$ cat config.mk
export PLATFORM = sky130hd
export DESIGN_NAME = indexed_list_insert_remove
export DESIGN_NICKNAME = d
export VERILOG_FILES = /design/src/hdl/ilir_pkg.sv /design/src/hdl/ilir_cell.sv /design/src/hdl/ilir_ctrl.sv /design/src/hdl/indexed_list_insert_remove.sv
export VERILOG_INCLUDE_DIRS = /design/src /design/src/hdl
export SDC_FILE = /design/constraint.sdc
export NUM_CORES = 1
export LEC_CHECK = 0
export BUFFER_PORTS_ARGS = -buffer_cell sky130_fd_sc_hd__buf_2
export CELL_PAD_IN_SITES_DETAIL_PLACEMENT = 0
export CELL_PAD_IN_SITES_GLOBAL_PLACEMENT = 1
export CORE_MARGIN = 2
export CORE_UTILIZATION = 30
export CTS_CLUSTER_DIAMETER = 60
export CTS_CLUSTER_SIZE = 16
export DETAILED_ROUTE_END_ITERATION = 7
export PLACE_DENSITY_LB_ADDON = 0.1
export SETUP_SLACK_MARGIN = 0.5
export SLEW_MARGIN = 10
export SYNTH_ARGS = -nofsm -noshare
export SYNTH_HDL_FRONTEND = slang
export SYNTH_HIERARCHICAL = 1
export SYNTH_SLANG_ARGS = --single-unit
$ cat constraint.sdc
create_clock -name clock -period 5.4 [get_ports clock]
set_input_delay 0.27 -clock clock [delete_from_list [all_inputs] [get_ports clock]]
set_output_delay 0.27 -clock clock [all_outputs]
set_load 0.02 [all_outputs]
$ cat src/hdl/indexed_list_insert_remove_macros.svh
// Assertion macros shared by the indexed list design.
`ifndef INDEXED_LIST_INSERT_REMOVE_MACROS_SVH
`define INDEXED_LIST_INSERT_REMOVE_MACROS_SVH

// Same-cycle implication, checked outside reset.
`define ILIR_ASSERT_NOW(label, ante, cons) \
   label: assert property (@(posedge clock) disable iff (reset) (ante) |-> (cons)) \
      else $error("indexed list assertion failed");

// Next-cycle implication, checked outside reset.
`define ILIR_ASSERT_NEXT(label, ante, cons) \
   label: assert property (@(posedge clock) disable iff (reset) (ante) |=> (cons)) \
      else $error("indexed list assertion failed");

`endif

$ cat src/hdl/ilir_pkg.sv
// Package: sizes, operation and status codes, and the broadcast to the cell row.
package ilir_pkg;

   localparam int DEPTH      = 16;
   localparam int KIND_W     = 3;
   localparam int INDEX_W    = 5;
   localparam int VALUE_W    = 32;
   localparam int STATUS_W   = 2;
   localparam int COUNT_F_W  = 5;
   localparam int CNT_W      = $clog2(DEPTH + 1);
   localparam int CMP_W      = (CNT_W > INDEX_W) ? CNT_W : INDEX_W;

   typedef enum logic [KIND_W-1:0] {
      KIND_APPEND = 3'd0,
      KIND_DROP   = 3'd1,
      KIND_INSERT = 3'd2,
      KIND_REMOVE = 3'd3,
      KIND_READ   = 3'd4
   } kind_type;

   typedef enum logic [STATUS_W-1:0] {
      ST_DONE  = 2'd0,
      ST_RANGE = 2'd1,
      ST_FULL  = 2'd2,
      ST_EMPTY = 2'd3
   } status_type;

   typedef enum logic [1:0] {
      CELL_HOLD,
      CELL_APPEND,
      CELL_INSERT,
      CELL_REMOVE
   } cell_op_type;

   typedef struct packed {
      cell_op_type        op;
      logic [CMP_W-1:0]   index;
      logic [CMP_W-1:0]   count;
      logic [VALUE_W-1:0] value;
   } bcast_type;

endpackage

$ cat src/hdl/ilir_cell.sv
// One list position: holds an entry and moves it to or from its neighbors.
module ilir_cell import ilir_pkg::*; (
   input  logic               clock,
   input  logic [CMP_W-1:0]   cell_pos,
   input  bcast_type          bcast,
   input  logic [VALUE_W-1:0] left_entry,
   input  logic [VALUE_W-1:0] right_entry,
   output logic [VALUE_W-1:0] entry,
   output logic [VALUE_W-1:0] hit_entry
);

   logic [VALUE_W-1:0] entry_ff;
   logic [VALUE_W-1:0] entry_in;
   logic               at_index;

   assign at_index = (cell_pos == bcast.index);

   always_comb begin
      entry_in = entry_ff;
      case (bcast.op)
         CELL_APPEND: begin
            if (cell_pos == bcast.count) entry_in = bcast.value;
         end
         CELL_INSERT: begin
            if (at_index) begin
               entry_in = bcast.value;
            end else if ((cell_pos > bcast.index) && (cell_pos <= bcast.count)) begin
               entry_in = left_entry;
            end
         end
         CELL_REMOVE: begin
            if ((cell_pos >= bcast.index) && ((cell_pos + CMP_W'(1)) < bcast.count)) begin
               entry_in = right_entry;
            end
         end
         default: entry_in = entry_ff;
      endcase
   end

   always_ff @(posedge clock) begin
      entry_ff <= entry_in;
   end

   assign entry     = entry_ff;
   assign hit_entry = at_index ? entry_ff : '0;

endmodule

$ cat src/hdl/ilir_ctrl.sv
// Control: decodes the operation, keeps the count, registers the result.
module ilir_ctrl import ilir_pkg::*; (
   input  logic                 clock,
   input  logic                 reset,
   input  logic                 accept,
   input  logic [KIND_W-1:0]    kind,
   input  logic [INDEX_W-1:0]   index,
   input  logic [VALUE_W-1:0]   value,
   input  logic [VALUE_W-1:0]   read_entry,
   output bcast_type            bcast,
   output logic                 rsp_valid,
   output logic [VALUE_W-1:0]   rsp_read_value,
   output logic [STATUS_W-1:0]  rsp_status,
   output logic [COUNT_F_W-1:0] rsp_count
);

   logic [CNT_W-1:0]   count_ff;
   logic [CNT_W-1:0]   count_in;
   logic               rsp_valid_ff;
   logic [VALUE_W-1:0] read_value_ff;
   logic [VALUE_W-1:0] read_value_in;
   status_type         status_ff;
   status_type         status_in;
   cell_op_type        op;
   logic [CMP_W-1:0]   idx_x;
   logic [CMP_W-1:0]   cnt_x;
   logic               full;

   assign idx_x = CMP_W'(index);
   assign cnt_x = CMP_W'(count_ff);
   assign full  = (count_ff == CNT_W'(DEPTH));

   always_comb begin
      op            = CELL_HOLD;
      count_in      = count_ff;
      status_in     = ST_DONE;
      read_value_in = '0;
      unique case (kind_type'(kind))
         KIND_APPEND: begin
            if (full) begin
               status_in = ST_FULL;
            end else begin
               op       = CELL_APPEND;
               count_in = count_ff + CNT_W'(1);
            end
         end
         KIND_DROP: begin
            if (count_ff == '0) begin
               status_in = ST_EMPTY;
            end else begin
               count_in = count_ff - CNT_W'(1);
            end
         end
         KIND_INSERT: begin
            if (idx_x > cnt_x) begin
               status_in = ST_RANGE;
            end else if (full) begin
               status_in = ST_FULL;
            end else begin
               op       = CELL_INSERT;
               count_in = count_ff + CNT_W'(1);
            end
         end
         KIND_REMOVE: begin
            if (idx_x >= cnt_x) begin
               status_in = ST_RANGE;
            end else begin
               op       = CELL_REMOVE;
               count_in = count_ff - CNT_W'(1);
            end
         end
         KIND_READ: begin
            if (idx_x >= cnt_x) begin
               status_in     = ST_RANGE;
               read_value_in = '1;
            end else begin
               read_value_in = read_entry;
            end
         end
         default: begin
            op = CELL_HOLD;
         end
      endcase
   end

   always_ff @(posedge clock) begin
      if (reset) begin
         count_ff     <= '0;
         rsp_valid_ff <= 1'b0;
      end else begin
         rsp_valid_ff <= accept;
         if (accept) count_ff <= count_in;
      end
   end

   always_ff @(posedge clock) begin
      if (accept) begin
         read_value_ff <= read_value_in;
         status_ff     <= status_in;
      end
   end

   assign bcast.op    = accept ? op : CELL_HOLD;
   assign bcast.index = idx_x;
   assign bcast.count = cnt_x;
   assign bcast.value = value;

   assign rsp_valid      = rsp_valid_ff;
   assign rsp_read_value = read_value_ff;
   assign rsp_status     = status_ff;
   assign rsp_count      = COUNT_F_W'(count_ff);

endmodule

$ cat src/hdl/indexed_list_insert_remove.sv
// Top level: ordered list of signed entries held in a row of shifting cells.
//
//   channel   direction  handshake               payload
//   request   in         start && !busy          req_kind, req_index, req_value
//   result    out        rsp_valid (one cycle)   rsp_read_value, rsp_status, rsp_count
//
// One transfer per cycle: busy stays low, since the affected cells all shift to
// their neighbor at the same clock edge.
// The result strobes in the cycle after the request transfer.
// Synchronous reset empties the list; entry contents are not cleared.
// The receiver cannot stall; results are never held back.
`include "indexed_list_insert_remove_macros.svh"

module indexed_list_insert_remove import ilir_pkg::*; (
   input  logic                 clock,
   input  logic                 reset,
   input  logic                 start,
   output logic                 busy,
   input  logic [KIND_W-1:0]    req_kind,
   input  logic [INDEX_W-1:0]   req_index,
   input  logic signed [VALUE_W-1:0] req_value,
   output logic                 rsp_valid,
   output logic signed [VALUE_W-1:0] rsp_read_value,
   output logic [STATUS_W-1:0]  rsp_status,
   output logic [COUNT_F_W-1:0] rsp_count
);

   logic               accept;
   bcast_type          bcast;
   logic [VALUE_W-1:0] entries   [DEPTH];
   logic [VALUE_W-1:0] hits      [DEPTH];
   logic [VALUE_W-1:0] lefts     [DEPTH];
   logic [VALUE_W-1:0] rights    [DEPTH];
   logic [VALUE_W-1:0] read_entry;

   assign busy   = 1'b0;
   assign accept = start && !busy;

   ilir_ctrl u_ctrl (
      .clock          (clock),
      .reset          (reset),
      .accept         (accept),
      .kind           (req_kind),
      .index          (req_index),
      .value          (req_value),
      .read_entry     (read_entry),
      .bcast          (bcast),
      .rsp_valid      (rsp_valid),
      .rsp_read_value (rsp_read_value),
      .rsp_status     (rsp_status),
      .rsp_count      (rsp_count)
   );

   for (genvar i = 0; i < DEPTH; i++) begin : g_cell
      if (i == 0) begin : g_first
         assign lefts[i] = entries[i];
      end else begin : g_mid_l
         assign lefts[i] = entries[i-1];
      end
      if (i == DEPTH - 1) begin : g_last
         assign rights[i] = entries[i];
      end else begin : g_mid_r
         assign rights[i] = entries[i+1];
      end

      ilir_cell u_cell (
         .clock       (clock),
         .cell_pos    (CMP_W'(i)),
         .bcast       (bcast),
         .left_entry  (lefts[i]),
         .right_entry (rights[i]),
         .entry       (entries[i]),
         .hit_entry   (hits[i])
      );
   end

   // at most one cell matches the index; OR the gated outputs
   always_comb begin
      read_entry = '0;
      for (int i = 0; i < DEPTH; i++) begin
         read_entry = read_entry | hits[i];
      end
   end

   `ILIR_ASSERT_NEXT(a_rsp_after_transfer, accept, rsp_valid)
   `ILIR_ASSERT_NEXT(a_no_rsp_without_transfer, !accept, !rsp_valid)
   `ILIR_ASSERT_NOW(a_count_in_range, 1'b1, bcast.count <= CMP_W'(DEPTH))
   `ILIR_ASSERT_NOW(a_full_status_count, rsp_valid && (rsp_status == ST_FULL),
                    bcast.count == CMP_W'(DEPTH))

endmodule

==> summary.md <==
| Metric | Value |
|---|---|
| Share of final-layout standard cells stronger than drive strength 1 | `0.0893` |
| Wire per inst | `24.2 µm` |
| Critical Path AT | `around 4.5 ns` |
| Net switching power | `between 3 and 4 mW` |
| WHS | `~0.1 ns` |
| Max VDD drop | `0.227 mV` |
| Internal power | `approximately 8.5 mW` |
| Initial Util | `0.303` |
| Max clock buf depth | `3` |
| Worst slew margin | `0.147` |
| Critical path type | `reg2reg` |
| Post-synthesis cell type count | `just under 60` |
| Clock skew | `between 0.03 and 0.04 ns` |
| Count of endpoints failing setup in the final report | `0` |
| Detailed-router iteration count before antenna repair | `5` |
| Fill cell instance count of the final layout | `13,500` |
| Critical path startpoint category | `flop` |
| Sequential power share | `0.406` |
| Clock share of power | `0.440` |
| Post-synthesis cell area | `0.0393 mm²` |
| Seq cells post-synth | `about 550` |
| Resize count post-CTS | `0` |
| Most frequent cells after synthesis | `sky130_fd_sc_hd__o22ai_1, sky130_fd_sc_hd__a21oi_1, sky130_fd_sc_hd__edfxtp_1` |
| Leakage power | `16.3 nW` |
| Latest clock arrival within the worst-skew pair | `roughly 0.67 ns` |
| Post-synth top area share | `0.417` |
| Vias after detailed routing | `around 35,000` |
| Post-DP HPWL | `~110,000 µm` |
| Die area | `0.134 mm²` |
| Count of buffers inserted at the top-level ports | `82` |
| CTS clk-pin slew, worst paths | `approximately 0.06 ns` |
| Mean number of vias per cell | `~5.6` |
| Count of yosys warnings during synthesis | `6` |
| Cell types occupying the most area after synthesis | `sky130_fd_sc_hd__edfxtp_1, sky130_fd_sc_hd__o22ai_1, sky130_fd_sc_hd__ha_1` |
| Vias in the first global route | `approximately 33,000` |
| Global-route congestion overflow total | `0` |
| # Max-Cap Violations | `0` |
| Data required time of the critical path | `~5.7 ns` |
| Fraction of registers with async set/reset | `0` |
| Count of flip-flops with a built-in enable after synthesis | `~550` |
| Part of the Yosys area used for sequential elements | `0.420` |
| Combinational fraction of design power | `0.154` |
| Die span in y | `between 300 and 400 µm` |
| Area added between synthesis and finish | `14.5%` |
| Net Sw Frac | `0.292` |
| Syn Area/Cell | `around 9.4 µm²` |
| Weighted congestion at the end of routability-driven global placement | `slightly below 0.8` |
| NumNets Final | `roughly 4,700` |
| Aggregate global-route resource usage | `0.217` |
| Fin area | `between 0.04 and 0.05 mm²` |
| Number of standard cells after synthesis | `4,163` |
| Min cycle time layout | `about 4.2 ns` |
| Result of the run | `finished, final reports clean` |
| F_max | `around 0.24 GHz` |
| Number of clock sinks | `between 500 and 600` |
| Maximum net fanout on the critical path | `33` |
| Primary FF master, synth | `sky130_fd_sc_hd__edfxtp_1` |
| Total wire length | `150,000 µm` |
| Reg-to-reg setup timing slack | `between 1 and 1.5 ns` |
| CTS tree | `built` |
| Count of pins on the block boundary | `84` |
| Worst hold path class | `in2reg` |
| Number of antenna-violating nets in the routed design | `0` |
| Number of CTS-inserted buffers | `75` |
| Number of H-tree levels | `3` |
| DRC violations left | `0` |
| Buffer type at the clock tree root | `sky130_fd_sc_hd__clkbuf_16` |
| Iteration-0 DRC count of the detailed router | `3,042` |
| Cell area reported after detailed placement | `~0.042 mm²` |
| Total count of max-transition violations in the final report | `0` |
| Number of antenna violations at the first check in global routing | `2` |
| Hold buffer count at cts | `2` |
| Slew at the pin closest to its max-slew limit | `about 1.3 ns` |
| PwrDens | `266 mW/mm²` |
| Setup repair after global routing missed its margin | `no` |
| Placement Rows | `about 130` |
| Count of final hold-check violations | `0` |
| CORE AREA | `0.130 mm²` |
| First-pass GRT wire length | `226,000 µm` |
| Post-synth top area cell | `sky130_fd_sc_hd__edfxtp_1` |
| TNS Setup | `0 ns` |
| Post-CTS Setup Repair Bufs | `0` |
| Largest net degree at the start of global routing | `90` |
| Kind of end point of the critical path | `flop` |
| Most frequent cell after synthesis | `sky130_fd_sc_hd__o22ai_1` |
| Final cycle utilization of the critical path | `0.771` |
| Horizontal die dimension | `roughly 370 µm` |
[registers in the layout (all words and copies together), names as in the netlist]
register and count:
u_ctrl/rsp_count 5, u_ctrl/rsp_valid 1, u_ctrl/rsp_read_value 32, g_cell.u_cell/entry 512
u_ctrl/rsp_status 2
[layout by cell type (no fill, tap or decap), drive strengths merged, types with 34 or more instances in the layout]
| cell type | instances |
|---|---|
| o21ai | 81 |
| nand3 | 75 |
| o22ai | 1024 |
| and3 | 94 |
| nor2b | 35 |
| o21a | 34 |
| inv | 205 |
| edfxtp | 546 |
| and2 | 483 |
| buf | 200 |
| ha | 264 |
| conb | 321 |
| nand4 | 35 |
| clkbuf | 82 |
| nand2 | 53 |
| a21oi | 566 |
| nor4 | 131 |
[kinds of logic (layout without fill, tap and decap cells)]
kind of cell	after synthesis	count (layout)	share of synthesized area
AO/OA/AOI/OAI	1783	1783	0.269
flip-flops	552	552	0.420
XOR/XNOR	51	51	0.0114
buffers and inverters	558	524	0.0638
multiplexers	2	2	0.000573
adder cells (fa/ha/maj)	265	265	0.0845
AND/OR/NAND/NOR	950	950	0.150
other	2	322	0.000191
[worst max-delay path, stage by stage, from the launching register on]
cell and delay [ns]:
sky130_fd_sc_hd__dfxtp_1 0.32, sky130_fd_sc_hd__inv_1 0.10, sky130_fd_sc_hd__ha_1 0.39, sky130_fd_sc_hd__and3_1 0.25, sky130_fd_sc_hd__o21ai_1 0.21, sky130_fd_sc_hd__nand3_2 0.15, sky130_fd_sc_hd__o21ai_0 0.09, sky130_fd_sc_hd__and2_2 0.41
sky130_fd_sc_hd__buf_4 0.26, sky130_fd_sc_hd__inv_1 0.73, sky130_fd_sc_hd__a32oi_1 0.29, sky130_fd_sc_hd__o21ai_4 0.19, sky130_fd_sc_hd__buf_4 0.39
[power groups by stage]
stage / logic [mW] / registers [mW] / clock network (mW)
detailed placement: 1.81 / 4.95 / 0
floorplan: 1.28 / 4.97 / 0
finish: 1.85 / 4.86 / 5.27
CTS: 1.82 / 4.86 / 5.39
global placement: 1.80 / 4.95 / 0
global route: 2.09 / 4.86 / 5.52
[routing by layer]
metal,up-vias,track usage,share of wire,wire length (µm)
li1,16500,-,-,-
met1,16700,0.337,0.51,76000
met2,1143,0.315,0.42,62300
met3,124,0.0328,0.064,9540
met4,0,0.0442,0.015,2180
met5,-,0,0,0
[per-stage QoR]
step	std cells	power (mW)	util	worst slack (ns)
6_report	6191	12.0	0.347	1.24
5_1_grt	6191	12.5	0.347	0.894
4_1_cts	6190	12.1	0.347	1.18
3_5_place_dp	6050	6.76	0.327	1.17
3_3_place_gp	6050	6.75	0.327	1.17
2_1_floorplan	4482	6.25	-	0.655
[path summary, 6_finish.rpt]
kind                                    start                                    to  cells after the start
max          u_ctrl/rsp_count[4]$_SDFFE_PP0P_  g_cell[7].u_cell/entry[18]$_DFFE_PP_                     12
min                               req_kind[0]        u_ctrl/rsp_status[1]$_DFFE_PP_                      3
max reg2reg  u_ctrl/rsp_count[4]$_SDFFE_PP0P_  g_cell[7].u_cell/entry[18]$_DFFE_PP_                     12
min reg2reg  u_ctrl/rsp_count[2]$_SDFFE_PP0P_      u_ctrl/rsp_count[2]$_SDFFE_PP0P_                      2
[cell type report]
cell class | instances | area [µm²] | share of cell area
Inverter | 184 | 691 | 0.0153
Clock inverter | 56 | 636 | 0.0141
Antenna cell | 1 | 2.50 | 0.0000556
Multi-Input combinational cell | 3372 | 21700 | 0.482
Sequential cell | 552 | 16500 | 0.367
Timing Repair Buffer | 202 | 1370 | 0.0304
Tap cell | 1742 | 2180 | 0.0484
Clock buffer | 82 | 1920 | 0.0428
No activity file was read; power rests on OpenSTA's default activity.
